**config.mk**
```make
export PLATFORM = sky130hd
export DESIGN_NAME = cdpl_div_pipe
export DESIGN_NICKNAME = d
export VERILOG_FILES = /design/src/rtl/core/coil_duty_power_limiter_unit_defines.svh /design/src/rtl/core/cdpl_div_pipe.sv
export SDC_FILE = /design/constraint.sdc
export NUM_CORES = 1
export LEC_CHECK = 0
export BUFFER_PORTS_ARGS = -buffer_cell sky130_fd_sc_hd__buf_4
export CORE_ASPECT_RATIO = 2
export CORE_UTILIZATION = 40
export DETAILED_ROUTE_END_ITERATION = 8
export GPL_TIMING_DRIVEN = 0
export HOLD_SLACK_MARGIN = 0.02
export PLACE_DENSITY_LB_ADDON = 0.05
export SYNTH_ARGS = -nofsm -noshare
export SYNTH_HDL_FRONTEND = slang
export SYNTH_SLANG_ARGS = --single-unit
```
**constraint.sdc**
```tcl
create_clock -name clk -period 2.52 [get_ports clk]
set_input_delay 0.252 -clock clk [delete_from_list [all_inputs] [get_ports clk]]
set_output_delay 0.252 -clock clk [all_outputs]
set_load 0.005 [all_outputs]
```
**src/rtl/core/coil_duty_power_limiter_unit_defines.svh**
```systemverilog
// assertion macros for the coil duty power limiter
// expects signals named clk and rst in the using module
`ifndef COIL_DUTY_POWER_LIMITER_UNIT_DEFINES_SVH
`define COIL_DUTY_POWER_LIMITER_UNIT_DEFINES_SVH

// same-cycle implication
`define CDPL_ASSERT_NOW(lbl, ante, cons, msg) \
  lbl: assert property (@(posedge clk) disable iff (rst) (ante) |-> (cons)) \
    else $error(msg);

// next-cycle implication
`define CDPL_ASSERT_NEXT(lbl, ante, cons, msg) \
  lbl: assert property (@(posedge clk) disable iff (rst) (ante) |=> (cons)) \
    else $error(msg);

`endif

```
**src/rtl/core/cdpl_div_pipe.sv**
```systemverilog
// pipelined restoring divider, one quotient bit per stage, several lanes in lockstep
// standalone, carries a sideband word along with each request
`default_nettype none

module cdpl_div_pipe #(
  parameter int LANES  = 1,
  parameter int NUM_W  = 8,
  parameter int DEN_W  = 8,
  parameter int QW     = 8,
  parameter int SIDE_W = 1
) (
  input  logic                        clk,
  input  logic                        rst,
  input  logic                        en,
  input  logic                        in_valid,
  input  logic [LANES-1:0][NUM_W-1:0] num,
  input  logic [LANES-1:0][DEN_W-1:0] den,
  input  logic [SIDE_W-1:0]           in_side,
  output logic                        out_valid,
  output logic [LANES-1:0][QW-1:0]    quo,
  output logic [SIDE_W-1:0]           out_side
);

  localparam int WW = (NUM_W > DEN_W + QW) ? NUM_W : DEN_W + QW;

  logic                        vld  [1:QW];
  logic [LANES-1:0][WW-1:0]    rem  [1:QW];
  logic [LANES-1:0][DEN_W-1:0] dvs  [1:QW];
  logic [LANES-1:0][QW-1:0]    qacc [1:QW];
  logic [SIDE_W-1:0]           side [1:QW];

  genvar k;
  for (k = 0; k < QW; k++) begin : g_stage
    localparam int SH = QW - 1 - k;
    logic                        cur_vld;
    logic [LANES-1:0][WW-1:0]    cur_rem;
    logic [LANES-1:0][WW-1:0]    rem_next;
    logic [LANES-1:0][DEN_W-1:0] cur_dvs;
    logic [LANES-1:0][QW-1:0]    cur_q;
    logic [LANES-1:0][QW-1:0]    q_next;
    logic [SIDE_W-1:0]           cur_side;

    if (k == 0) begin : g_src
      always_comb begin
        cur_vld = in_valid;
        for (int l = 0; l < LANES; l++) begin
          cur_rem[l] = WW'(num[l]);
        end
        cur_dvs  = den;
        cur_q    = '0;
        cur_side = in_side;
      end
    end else begin : g_src
      assign cur_vld  = vld[k];
      assign cur_rem  = rem[k];
      assign cur_dvs  = dvs[k];
      assign cur_q    = qacc[k];
      assign cur_side = side[k];
    end

    always_comb begin
      logic [WW:0] diff;
      diff = '0;
      for (int l = 0; l < LANES; l++) begin
        diff = {1'b0, cur_rem[l]} - ({1'b0, WW'(cur_dvs[l])} << SH);
        q_next[l] = cur_q[l];
        if (!diff[WW]) begin
          rem_next[l] = diff[WW-1:0];
          q_next[l][SH] = 1'b1;
        end else begin
          rem_next[l] = cur_rem[l];
        end
      end
    end

    always_ff @(posedge clk) begin
      if (rst) begin
        vld[k+1] <= 1'b0;
      end else if (en) begin
        vld[k+1] <= cur_vld;
      end
    end

    always_ff @(posedge clk) begin
      if (en) begin
        rem[k+1]  <= rem_next;
        dvs[k+1]  <= cur_dvs;
        qacc[k+1] <= q_next;
        side[k+1] <= cur_side;
      end
    end
  end

  assign out_valid = vld[QW];
  assign quo       = qacc[QW];
  assign out_side  = side[QW];

endmodule

`default_nettype wire

```
==> impl_metrics.toml <==
[power]
cellPowerDensity_nw_per_um2 = 895.7
leakagePower_nw = 4.608
irDropWorstVdd_mv = 0.5927
total_power_mw = 11.02

[synth]
syn_inst = 775
ys_types = 67
synth_top_family_by_area = "compound AO/OA/AOI/OAI gates"
synth_mux_area_frac = 0.03370
yosysSeqAreaShare = 0.6304
synthAdderAreaFrac = 0.07988
synthSimpleGateAreaFrac = 0.09427
ys_ff_latch = 219
yosys.area_share.xor_xnor = 0.02015
yosysWarnings = 0
async_flop_share = 0
syn-cell-area_um2 = 10430
syn_avg_cell_area_um2 = 13.46
ys.flop_type = "edfxtp_1"
synth_compound_area_frac = 0.1097
synth-edff-count = 219

[timing]
worst_pin_slew_ns = 1.014
holdWs_ns = 0.1894
final_max_slew_viol_count = 0
relSlewSlack = 0.3184
hold_viol = 0
clock.fmax_ghz = 0.4041
setup_viol = 0
fin_crit_ns = 2.475
rsz0062_at_grt = "no"
timing.final.crit_share = 0.9821
clock_skew_ns = 0.01482

[setup_path]
slowest_stage = "or4_1"
worst_setup_path_start_kind = "flop"
end_kind = "flop"
arrival_ns = 2.72
cp_max_fo = 5
max_stage_delay_ns = 0.60
crit_chain = "or4_1, nand2b_4, nor2_1, nor2_1, a221oi_1"
critPathRequiredTime_ns = 2.76
crit_top_cell = "nor2_1"
worstRegToRegCells = 5
critPathKind = "reg -> reg"

[layout]
layout_commonest_cell = "edfxtp_1"
fin_nets = 944
final_cell_mix = "edfxtp_1 (219), inv_1 (75), ha_1 (52), o21ai_0 (42), buf_4 (39)"
diodes = 0
syn2layout_area_growth_pct = 17.94
drive_gt1_frac = 0.1728

[route]
wl_met1_um = 6808
wl_met3_um = 521
drt_iter0_markers = 228
wl_per_cell_um = 19.31
dr.pass1.iters = 4
routed_wl_um = 23440
met2_length_um = 14270
routed.top_layer = "met4"
drc = 0
drtAntennaViolNets = 0
vias_per_cell = 5.257
vias = 6382

[clock_network]
cts.sinks = 219
clkLatencyLatePin_ns = 0.52
clock-root-buffer = "clkbuf_16"
clockBufferDepth = 3
cts_tree = "built"
cts_buffers = 22
htreeDepth = 1
path_clk_slew_ns = 0.06

[floorplanning]
die_h_um = 230.4
start_util = 0.4067
num_rows = 83
core-area_um2 = 25650
fp.dieW_um = 116.2
ios = 31
fp.dieArea_um2 = 26770

[global_routing]
track_usage = 0.1807
grt_pass1_wl_um = 35560
grt_pass1_vias = 6961
overflow = 0
grt_max_degree = 126
antenna_found_initial = 0

[placement]
io_buffers = 30
place_congestion = 0.8550
hpwl_um = 16820

[run_status]
outcome = "completed"

[run]
cap_violations = 0

[hold_path]
hp-class = "in -> reg"
hold_depth = 2
-- area by class of cell --
type	count	area [um^2]
Clock inverter	11	112.6
Sequential cell	219	6576
Buffer	6	36.28
Tap cell	340	425.4
Timing Repair Buffer	60	535.5
Clock buffer	27	590.6
Fill cell	2275	13350
Multi-Input combinational cell	473	3732
Inverter	78	295.3
-- cells in the mapped netlist (all sizes together), types with 14 or more instances --
master  count  area share
edfxtp    219        0.63
inv        78       0.028
o21a       21       0.015
nor3       15      0.0094
nand3      20      0.0096
nand2      35       0.013
a21oi      28       0.013
xnor2      14       0.012
nor2       39       0.015
o21ai      46       0.022
mux2       25       0.027
ha         57       0.068
nand2b     14      0.0091
-- worst max-delay path, delay by kind of cell, from the launching register on --
| family | cells | cell delay, ns |
|---|---|---|
| simple gates | 4 | 1.25 |
| compound gates | 1 | 0.52 |
| flops | 1 | 0.43 |
-- through the flow --
step | cells | TNS (ns) | cell area, um^2 | setup slack (ns) | utilization
global route | 1214 | 0 | 12300 | 0.006561 | 0.4797
CTS | 1213 | 0 | 12170 | 0.01621 | 0.4744
global placement | 1147 | -40.80 | 11090 | -0.6385 | 0.4324
floorplan | 777 | 0 | 10440 | 0.1546 | -
detailed placement | 1148 | -8.881 | 11130 | -0.6235 | 0.4337
finish | 1214 | 0 | 12300 | 0.04522 | 0.4797
-- registers in the layout, summed over array words and instances (netlist names) --
register and flops:
qacc 36, vld 8, rem 111, dvs 56, side 8
-- repair_timing --
action,4_1_cts,5_1_grt
pin swaps,5,7
setup buffers,9,2
setup endpoints to repair,37,30
hold buffers,18,0
gates resized for setup,23,24
hold endpoints to repair,18,0
-- worst paths after layout --
path	slack [ns]	end	from
worst max register to register	0.05	rem[0][120]	rem[0][110]
worst max-delay path	0.05	rem[0][120]	rem[0][110]
worst min register to register	0.42	qacc[0][47]	qacc[0][39]
worst min-delay path	0.19	vld[2][0]	rst
-- per-layer routing --
| layer | global-route usage | vias up |
|---|---|---|
| li1 | - | 3079 |
| met1 | 0.1308 | 3128 |
| met2 | 0.3854 | 107 |
| met3 | 0.01733 | 68 |
| met4 | 0.1410 | 0 |
| met5 | 0 | - |
-- where the power goes --
group | internal (mW) | leakage [nW] | switching [mW] | total (mW)
sequential | 4.65 | 2.13 | 0.340 | 4.99
clock | 1.88 | 0.341 | 1.38 | 3.26
combinational | 1.19 | 2.14 | 1.57 | 2.77
-- logic make-up (layout without fill, tap and decap cells) --
group                      Yosys count  count (layout)
DFF                                219             219
adders and majority gates           63              63
and+or+nand+nor                    182             182
AOI/OAI and AO/OA                  169             169
xor gates and xnor gates            24              24
muxes                               32              32
buffers and inverters               85             182
other                                1               3
(Power assumes the default switching activity.)
