--- config.mk ---
export PLATFORM = sky130hd
export DESIGN_NAME = cdpl_sqrt_pipe
export DESIGN_NICKNAME = d
export VERILOG_FILES = /design/src/rtl/core/coil_duty_power_limiter_unit_defines.svh /design/src/rtl/core/cdpl_sqrt_pipe.sv
export SDC_FILE = /design/constraint.sdc
export NUM_CORES = 1
export LEC_CHECK = 0
export ABC_AREA = 1
export BUFFER_PORTS_ARGS = -buffer_cell sky130_fd_sc_hd__buf_2
export CAP_MARGIN = 15
export CORE_ASPECT_RATIO = 0.7
export CORE_MARGIN = 1.5
export CORE_UTILIZATION = 50
export CTS_CLUSTER_SIZE = 16
export DETAILED_ROUTE_END_ITERATION = 16
export PLACE_DENSITY = 0.7
export SYNTH_ARGS = -nofsm -noshare
export SYNTH_HDL_FRONTEND = slang
export SYNTH_SLANG_ARGS = --single-unit
--- constraint.sdc ---
create_clock -name clk -period 2.5 [get_ports clk]
set_input_delay 0.125 -clock clk [delete_from_list [all_inputs] [get_ports clk]]
set_output_delay 0.125 -clock clk [all_outputs]
set_load 0.02 [all_outputs]
--- src/rtl/core/coil_duty_power_limiter_unit_defines.svh ---
// assertion macros for the coil duty power limiter
// expects signals named clk and rst in the using module
`ifndef COIL_DUTY_POWER_LIMITER_UNIT_DEFINES_SVH
`define COIL_DUTY_POWER_LIMITER_UNIT_DEFINES_SVH

// same-cycle implication
`define CDPL_ASSERT_NOW(lbl, ante, cons, msg) \
  lbl: assert property (@(posedge clk) disable iff (rst) (ante) |-> (cons)) \
    else $error(msg);

// next-cycle implication
`define CDPL_ASSERT_NEXT(lbl, ante, cons, msg) \
  lbl: assert property (@(posedge clk) disable iff (rst) (ante) |=> (cons)) \
    else $error(msg);

`endif

--- src/rtl/core/cdpl_sqrt_pipe.sv ---
// pipelined integer square root, one root bit per stage
// standalone, carries a sideband word along with each request
`default_nettype none

module cdpl_sqrt_pipe #(
  parameter int RW     = 16,
  parameter int SIDE_W = 1
) (
  input  logic              clk,
  input  logic              rst,
  input  logic              en,
  input  logic              in_valid,
  input  logic [2*RW-1:0]   rad,
  input  logic [SIDE_W-1:0] in_side,
  output logic              out_valid,
  output logic [RW-1:0]     root,
  output logic [SIDE_W-1:0] out_side
);

  localparam int VW = 2 * RW;

  logic              vld  [1:RW];
  logic [VW-1:0]     val  [1:RW];
  logic [VW-1:0]     acc  [1:RW];
  logic [SIDE_W-1:0] side [1:RW];

  genvar k;
  for (k = 0; k < RW; k++) begin : g_stage
    localparam logic [VW-1:0] BITV = VW'(1) << (2 * (RW - 1 - k));
    logic              cur_vld;
    logic [VW-1:0]     cur_v;
    logic [VW-1:0]     cur_r;
    logic [SIDE_W-1:0] cur_side;
    logic [VW:0]       trial;
    logic [VW-1:0]     v_next;
    logic [VW-1:0]     r_next;

    if (k == 0) begin : g_src
      assign cur_vld  = in_valid;
      assign cur_v    = rad;
      assign cur_r    = '0;
      assign cur_side = in_side;
    end else begin : g_src
      assign cur_vld  = vld[k];
      assign cur_v    = val[k];
      assign cur_r    = acc[k];
      assign cur_side = side[k];
    end

    always_comb begin
      trial = {1'b0, cur_r} + {1'b0, BITV};
      if ({1'b0, cur_v} >= trial) begin
        v_next = cur_v - trial[VW-1:0];
        r_next = (cur_r >> 1) + BITV;
      end else begin
        v_next = cur_v;
        r_next = cur_r >> 1;
      end
    end

    always_ff @(posedge clk) begin
      if (rst) begin
        vld[k+1] <= 1'b0;
      end else if (en) begin
        vld[k+1] <= cur_vld;
      end
    end

    always_ff @(posedge clk) begin
      if (en) begin
        val[k+1]  <= v_next;
        acc[k+1]  <= r_next;
        side[k+1] <= cur_side;
      end
    end
  end

  assign out_valid = vld[RW];
  assign root      = acc[RW][RW-1:0];
  assign out_side  = side[RW];

endmodule

`default_nettype wire

==> results of run 1 <==
[what timing repair did]
| action | in CTS | in global routing |
|---|---|---|
| hold endpoints to repair | 54 | 0 |
| resized for setup | 0 | 39 |
| hold buffers | 35 | 0 |
| endpoints found under the setup margin | 0 | 84 |
| setup buffers | 0 | 9 |
[worst paths after layout]
check	start	end	slack [ns]	cells after the start
max	val[0][462]	val[0][490]	0.05	11
min	rst	vld[0][16]	0.09	2
max reg2reg	val[0][462]	val[0][490]	0.05	11
min reg2reg	side[0][15]	side[0][16]	0.42	0
[sequential cells by signal, indices dropped and copies added, names as in the netlist]
name  flops
val     480
acc     136
side     16
vld      16
[area by class of cell]
class	count	share of cell area [%]
tap	902	2.85
inverter	593	5.65
timing repair buffer	224	4.61
clock inverter	46	1.08
sequential	648	49.2
multi-input combinational	2515	32.8
clock buffer	67	3.86
[cell usage in the layout, fill, tap and decap left out, drive strengths merged, types with 52 or more instances in the layout]
master	instances
o21ai	112
xor2	67
nor3	52
buf	189
inv	595
clkbuf	67
edfxtp	648
ha	150
nand2	1124
a21oi	158
nand3	233
nor2	408
nand4	59
[power by group]
part / internal (mW) / total, mW / leakage (nW) / switching, mW
logic: 2.56 / 7.38 / 10.2 / 4.82
registers: 13.6 / 14.7 / 6.24 / 1.06
clock network: 4.95 / 9.14 / 0.936 / 4.19
[Yosys cell counts (3+ instances only)]
cell	n
nand2_1	1104
edfxtp_1	648
inv_1	579
nor2_1	383
nand3_1	228
ha_1	150
a21oi_1	138
o21ai_0	71
xor2_1	67
nand4_1	59
nor3_1	50
xnor2_1	41
o21ai_1	40
nand3b_1	33
nor4_1	27
nor2_2	22
buf_4	21
nand2_2	18
a21oi_2	17
buf_6	13
inv_2	13
a21o_1	9
o21bai_1	9
or2_2	8
buf_2	4
nor3b_1	4
a21oi_4	3
and3_1	3
nand3_2	3
nor2_4	3
[per-layer routing]
metal	up-vias	wire (microns)	GRT usage (%)
met5	-	99	0.943
met4	4	1540	5.39
met3	99	12100	8.21
met2	1123	32600	31.7
met1	12292	45700	42.9
li1	13001	-	-
[logic make-up (layout without fill, tap and decap cells)]
group / Yosys count / in the layout / synth area share [%]
simple gates: 1960 / 1960 / 23.9
fa+ha+maj: 150 / 150 / 5.39
compound gates: 297 / 297 / 4.77
xor+xnor: 108 / 108 / 2.72
flops: 648 / 648 / 55.9
buf+inv: 634 / 930 / 7.39
[metrics by stage]
step | hold slack (ns) | setup slack [ns] | TNS, ns | total power, mW
detailed placement | 0.304 | 0.00276 | 0 | 21.8
finish | 0.0937 | 0.0473 | 0 | 31.2
global route | 0.125 | -0.00905 | -0.00905 | 32.8
floorplan | 0.224 | 0.532 | 0 | 19.2
global placement | 0.307 | -0.0344 | -0.0375 | 21.8
CTS | 0.0840 | 0.00809 | 0 | 31.1
[worst register-to-register path, delay by kind of cell (launching register included)]
| kind | cells | cell delay, ns |
|---|---|---|
| DFF | 1 | 0.44 |
| and+or+nand+nor | 6 | 0.64 |
| buffers and inverters | 1 | 0.25 |
| adders and majority gates | 1 | 0.39 |
| AOI/OAI and AO/OA | 3 | 0.52 |
==> flow_summary_export.csv, run 1 <==
group,metric,value,unit
cells_and_area,final_cells,4995,
grt,grt_util_all_layers,25.9,%
floorplanning,die_area,71300,sq um
flow_run,maxCapViolCount,0,
grt,grt_max_degree,63,
cells_and_area,final_area,39600,sq um
timing,max_clock_freq,0.408,GHz
timing,setup_violations,0,
setup_path,path_buf_inv,1,
setup_path,crit_path_top_delay_cell,"edfxtp_1",
placement,dp.cells,4838,
grt,grt_overflow,0,
yosys,syn_area_per_cell,9.18,sq um
routing,via_per_inst,5.31,
setup_path,critPathKind,"flip-flop to flip-flop",
setup_path,start_kind,"flip-flop",
cells_and_area,fin_nets,4229,
min_path,min_path_type,"input pin to flip-flop",
placement,placed_cell_area,37000,sq um
setup_path,critPathMaxStageDelay,0.44,ns
yosys,ys_seq_elements,648,
yosys,netlist_area,34800,sq um
clocking,cts.path.max_buffers,3,
cells_and_area,diodes,0,
cells_and_area,fill_cells,5893,
grt,grt_pass1_vias,24231,
floorplanning,start_util,50.8,%
cells_and_area,seqCellArea,19500,sq um
setup_path,path_cells,"ha_1, nand2_1, nand2_1, nand2_1, nand2_1, a21oi_1, nand2_2, a21oi_4, buf_4, nand2_1, o21ai_1",
timing,fin_skew,0.0449,ns
cells_and_area,drive_gt1_share,9.70,%
setup_path,crit_arrival,2.89,ns
power_and_ir_drop,power.density,788,nW/um^2
routing,drt_iter0_markers,3231,
timing,relSlewSlack,42.9,%
routing,vias,26519,
yosys,yosysTopAreaCell,"edfxtp_1",
setup_path,worstPathMaxFanout,19,
power_and_ir_drop,leakage,17.3,nW
clocking,clk_pin_slew,0.07,ns
status,status,"finished, final reports clean",
grt,grt_pass1_wl,141000,microns
floorplanning,core.rowCount,80,
floorplanning,fp.dieW,318,microns
yosys,yosysWarnings,0,
cells_and_area,syn2layout_area_growth,13.6,%
setup_path,crit_family,"simple AND/OR/NAND/NOR gates",
clocking,h-tree-depth,2,
routing,drc,0,
placement,routabilityCongestion,1.01,
timing,worst_pin_slew,0.848,ns
timing,period_needed,2.45,ns
yosys,synth_nets,3984,
yosys,yosys-top-cells-area,"edfxtp_1 (56%), nand2_1 (12%), inv_1 (6.2%)",
setup_path,worst_ep_required_time,2.94,ns
power_and_ir_drop,ir_worst_vdd,646,uV
clocking,cts.sinks,648,
cells_and_area,multi_input_area,13000,sq um
timing,slew_violations,0,
yosys,synth-edff-count,648,
routing,avgRoutedWirePerCell,18.4,microns
floorplanning,core,68600,sq um
yosys,async_flop_share,0,%
floorplanning,die_y,224,microns
yosys,ys_types,51,
placement,port_buffers,54,
clocking,clkLatencyLatePin,0.67,ns
yosys,yosysTopAreaCellShare,55.9,%
timing,hold_viol,0,
clocking,cts_made_buffers,60,
setup_path,critPathMostFrequentCell,"nand2_1",
clocking,cts_tree,"built",
placement,hpwl,72000,microns
timing,fin_crit_sh,98.1,%
floorplanning,io_pins,55,
routing,routed_wl,91900,microns
routing,postRouteAntennaNets,0,
routing,drtPass1Iterations,6,
grt,antenna_found_initial,1,
clocking,clockRootBuffer,"clkbuf_16",
yosys,ys.flop_type,"edfxtp_1",
cells_and_area,postLayoutCoreUtil,57.7,%
yosys,ys_seq_area_share,55.9,%
yosys,synthCells,3797,
setup_path,worst_setup_path_end_kind,"flip-flop",
(Power assumes the default switching activity.)
==> inputs of run 2 (changes only) <==
--- a/config.mk
+++ b/config.mk
@@ -8,12 +8,14 @@
 export ABC_AREA = 1
 export BUFFER_PORTS_ARGS = -buffer_cell sky130_fd_sc_hd__buf_2
 export CAP_MARGIN = 15
+export CELL_PAD_IN_SITES_DETAIL_PLACEMENT = 0
+export CELL_PAD_IN_SITES_GLOBAL_PLACEMENT = 1
 export CORE_ASPECT_RATIO = 0.7
 export CORE_MARGIN = 1.5
 export CORE_UTILIZATION = 50
 export CTS_CLUSTER_SIZE = 16
 export DETAILED_ROUTE_END_ITERATION = 16
-export PLACE_DENSITY = 0.7
+export PLACE_DENSITY = 0.85
 export SYNTH_ARGS = -nofsm -noshare
 export SYNTH_HDL_FRONTEND = slang
 export SYNTH_SLANG_ARGS = --single-unit
==> constraint.sdc (replaced) <==
create_clock -name clk -period 2.94 [get_ports clk]
set_input_delay 0.147 -clock clk [delete_from_list [all_inputs] [get_ports clk]]
set_output_delay 0.147 -clock clk [all_outputs]
set_load 0.02 [all_outputs]
==> run 2 against run 1 <==
  * Worst hold slack better by 0.063 ns
  * Clock skew is 0.0022 ns lower
  * Combinational power is 20% lower
  * Global-route usage hardly changed
  * Cell count is 1.8% lower
  * Sequential power is 15% lower
  * Clock-buffer cell count is 4 higher
  * Clock power is 12% lower
  * First-iteration DRC count is 5.1% lower
  * Largest power group unchanged
==> flow_summary_export.csv, run 2 (synthesis results as in run 1) <==
group,metric,value,unit
cells_and_area,fin_nets,4137,
clocking,cts_tree,"built",
timing,period_needed,2.77,ns
cells_and_area,diodes,0,
clocking,clkLatencyLatePin,0.68,ns
routing,via_per_inst,5.31,
routing,avgRoutedWirePerCell,18.8,microns
timing,slew_violations,0,
timing,hold_viol,0,
setup_path,worstPathMaxFanout,18,
placement,port_buffers,54,
timing,fin_setup_tns,0,ns
routing,postRouteAntennaNets,0,
placement,dp.cells,4754,
routing,drt_iter0_markers,3065,
floorplanning,fp.dieW,318,microns
power_and_ir_drop,leakage,16.9,nW
cells_and_area,seqCellArea,19500,sq um
cells_and_area,largest_reg_flops,480,
routing,vias,26061,
grt,antenna_found_initial,2,
flow_run,maxCapViolCount,0,
setup_path,worst_setup_path_end_kind,"flip-flop",
grt,grt_util_all_layers,25.9,%
setup_path,path_cells,"ha_1, nand2_1, inv_1, nand2_1, nor2_1, nand3b_1, nor2_1, nor2_1, nand2_2, inv_4, nand2_1, nand2_1",
timing,max_clock_freq,0.362,GHz
placement,hpwl,71000,microns
floorplanning,start_util,50.8,%
setup_path,start_kind,"flip-flop",
grt,grt_pass1_wl,140000,microns
clocking,h-tree-depth,2,
floorplanning,core,68600,sq um
cells_and_area,final_common_cell,"nand2_1",
timing,worst_slack,0.174,ns
timing,fin_hold_ws,0.157,ns
cells_and_area,final_area,38700,sq um
setup_path,critPathMostFrequentCell,"nand2_1",
grt,grt_overflow,0,
setup_path,critPathMaxStageDelay,0.49,ns
routing,drtPass1Iterations,6,
setup_path,crit_path_top_delay_cell,"edfxtp_1",
timing,worst_pin_slew,0.953,ns
cells_and_area,final_cells,4904,
floorplanning,die_area,71300,sq um
placement,pre_cts_ws,0.110,ns
timing,relSlewSlack,35.8,%
setup_path,path_buf_inv,2,
setup_path,worst_ep_required_time,3.32,ns
timing,fin_skew,0.0426,ns
min_path,min_path_type,"input pin to flip-flop",
setup_path,crit_arrival,3.15,ns
floorplanning,core.rowCount,80,
power_and_ir_drop,power.density,685,nW/um^2
clocking,clockRootBuffer,"clkbuf_16",
placement,placed_cell_area,36300,sq um
timing,fin_crit_sh,94.1,%
cells_and_area,multi_input_area,12800,sq um
setup_path,crit_family,"simple AND/OR/NAND/NOR gates",
cells_and_area,drive_gt1_share,7.22,%
floorplanning,die_y,224,microns
clocking,cts.path.max_buffers,3,
cells_and_area,fill_cells,6022,
clocking,clk_pin_slew,0.06,ns
clocking,cts_made_buffers,61,
timing,rsz0062_at_grt,"false",
routing,routed_wl,92200,microns
power_and_ir_drop,ir_worst_vdd,611,uV
timing,setup_violations,0,
cells_and_area,top_register,"val",
cells_and_area,syn2layout_area_growth,11.0,%
cells_and_area,final_cell_mix,"nand2_1 (1,104), edfxtp_1 (648), inv_1 (579), nor2_1 (383), nand3_1 (228)",
cells_and_area,top_regs,"val: 480 flops, acc: 136 flops",
grt,grt_max_degree,98,
routing,drc,0,
grt,grt_pass1_vias,23672,
status,status,"finished, final reports clean",
setup_path,critPathKind,"flip-flop to flip-flop",
clocking,cts.sinks,648,
placement,routabilityCongestion,0.957,
floorplanning,io_pins,55,
==> run 2: area by class of cell <==
type	instances	share of cell area, %
clock buffers	71	4.04
clock inverters	44	1.23
well taps	902	2.92
multi-input cells	2515	33.1
flip-flops and latches	648	50.3
repair buffers	131	2.61
inverters	593	5.77
==> run 2: worst paths after layout <==
| check | slack, ns | start | endpoint | cells after the start |
|---|---|---|---|---|
| worst max-delay path | 0.17 | val[0][371] | val[0][404] | 12 |
| worst min-delay path | 0.16 | rst | vld[0][8] | 2 |
| worst max register to register | 0.17 | val[0][371] | val[0][404] | 12 |
| worst min register to register | 0.42 | side[0][13] | side[0][14] | 0 |
==> run 2: where the power goes <==
| part | total [mW] | internal (mW) | leakage [nW] | switching, mW |
|---|---|---|---|---|
| registers | 12.5 | 11.6 | 6.24 | 0.954 |
| logic | 5.92 | 1.96 | 9.66 | 3.97 |
| clock network | 8.04 | 4.46 | 0.982 | 3.58 |
==> run 2: repair_timing <==
item / 4_1_cts / 5_1_grt
hold buffers: 35 / 0
gates resized for setup: 0 / 4
buffers inserted: 0 / 0
endpoints found under the hold margin: 45 / 0
setup endpoints to repair: 0 / 29
==> run 2: stage by stage <==
step | util (%) | total power, mW
after floorplan | - | 16.3
after global placement | 52.9 | 18.4
after detailed placement | 52.9 | 18.4
after CTS | 56.4 | 26.5
after global routing | 56.4 | 27.8
final | 56.4 | 26.5
==> run 2: per-layer routing <==
| layer | vias up | wire (microns) | GRT usage [%] | part of all wire, % |
|---|---|---|---|---|
| met5 | - | 0 | 0 | 0 |
| met4 | 0 | 1180 | 4.41 | 1.3 |
| met3 | 86 | 10500 | 6.73 | 11 |
| met2 | 1057 | 32700 | 31.6 | 35 |
| met1 | 12109 | 47800 | 44.6 | 52 |
| li1 | 12809 | - | - | - |
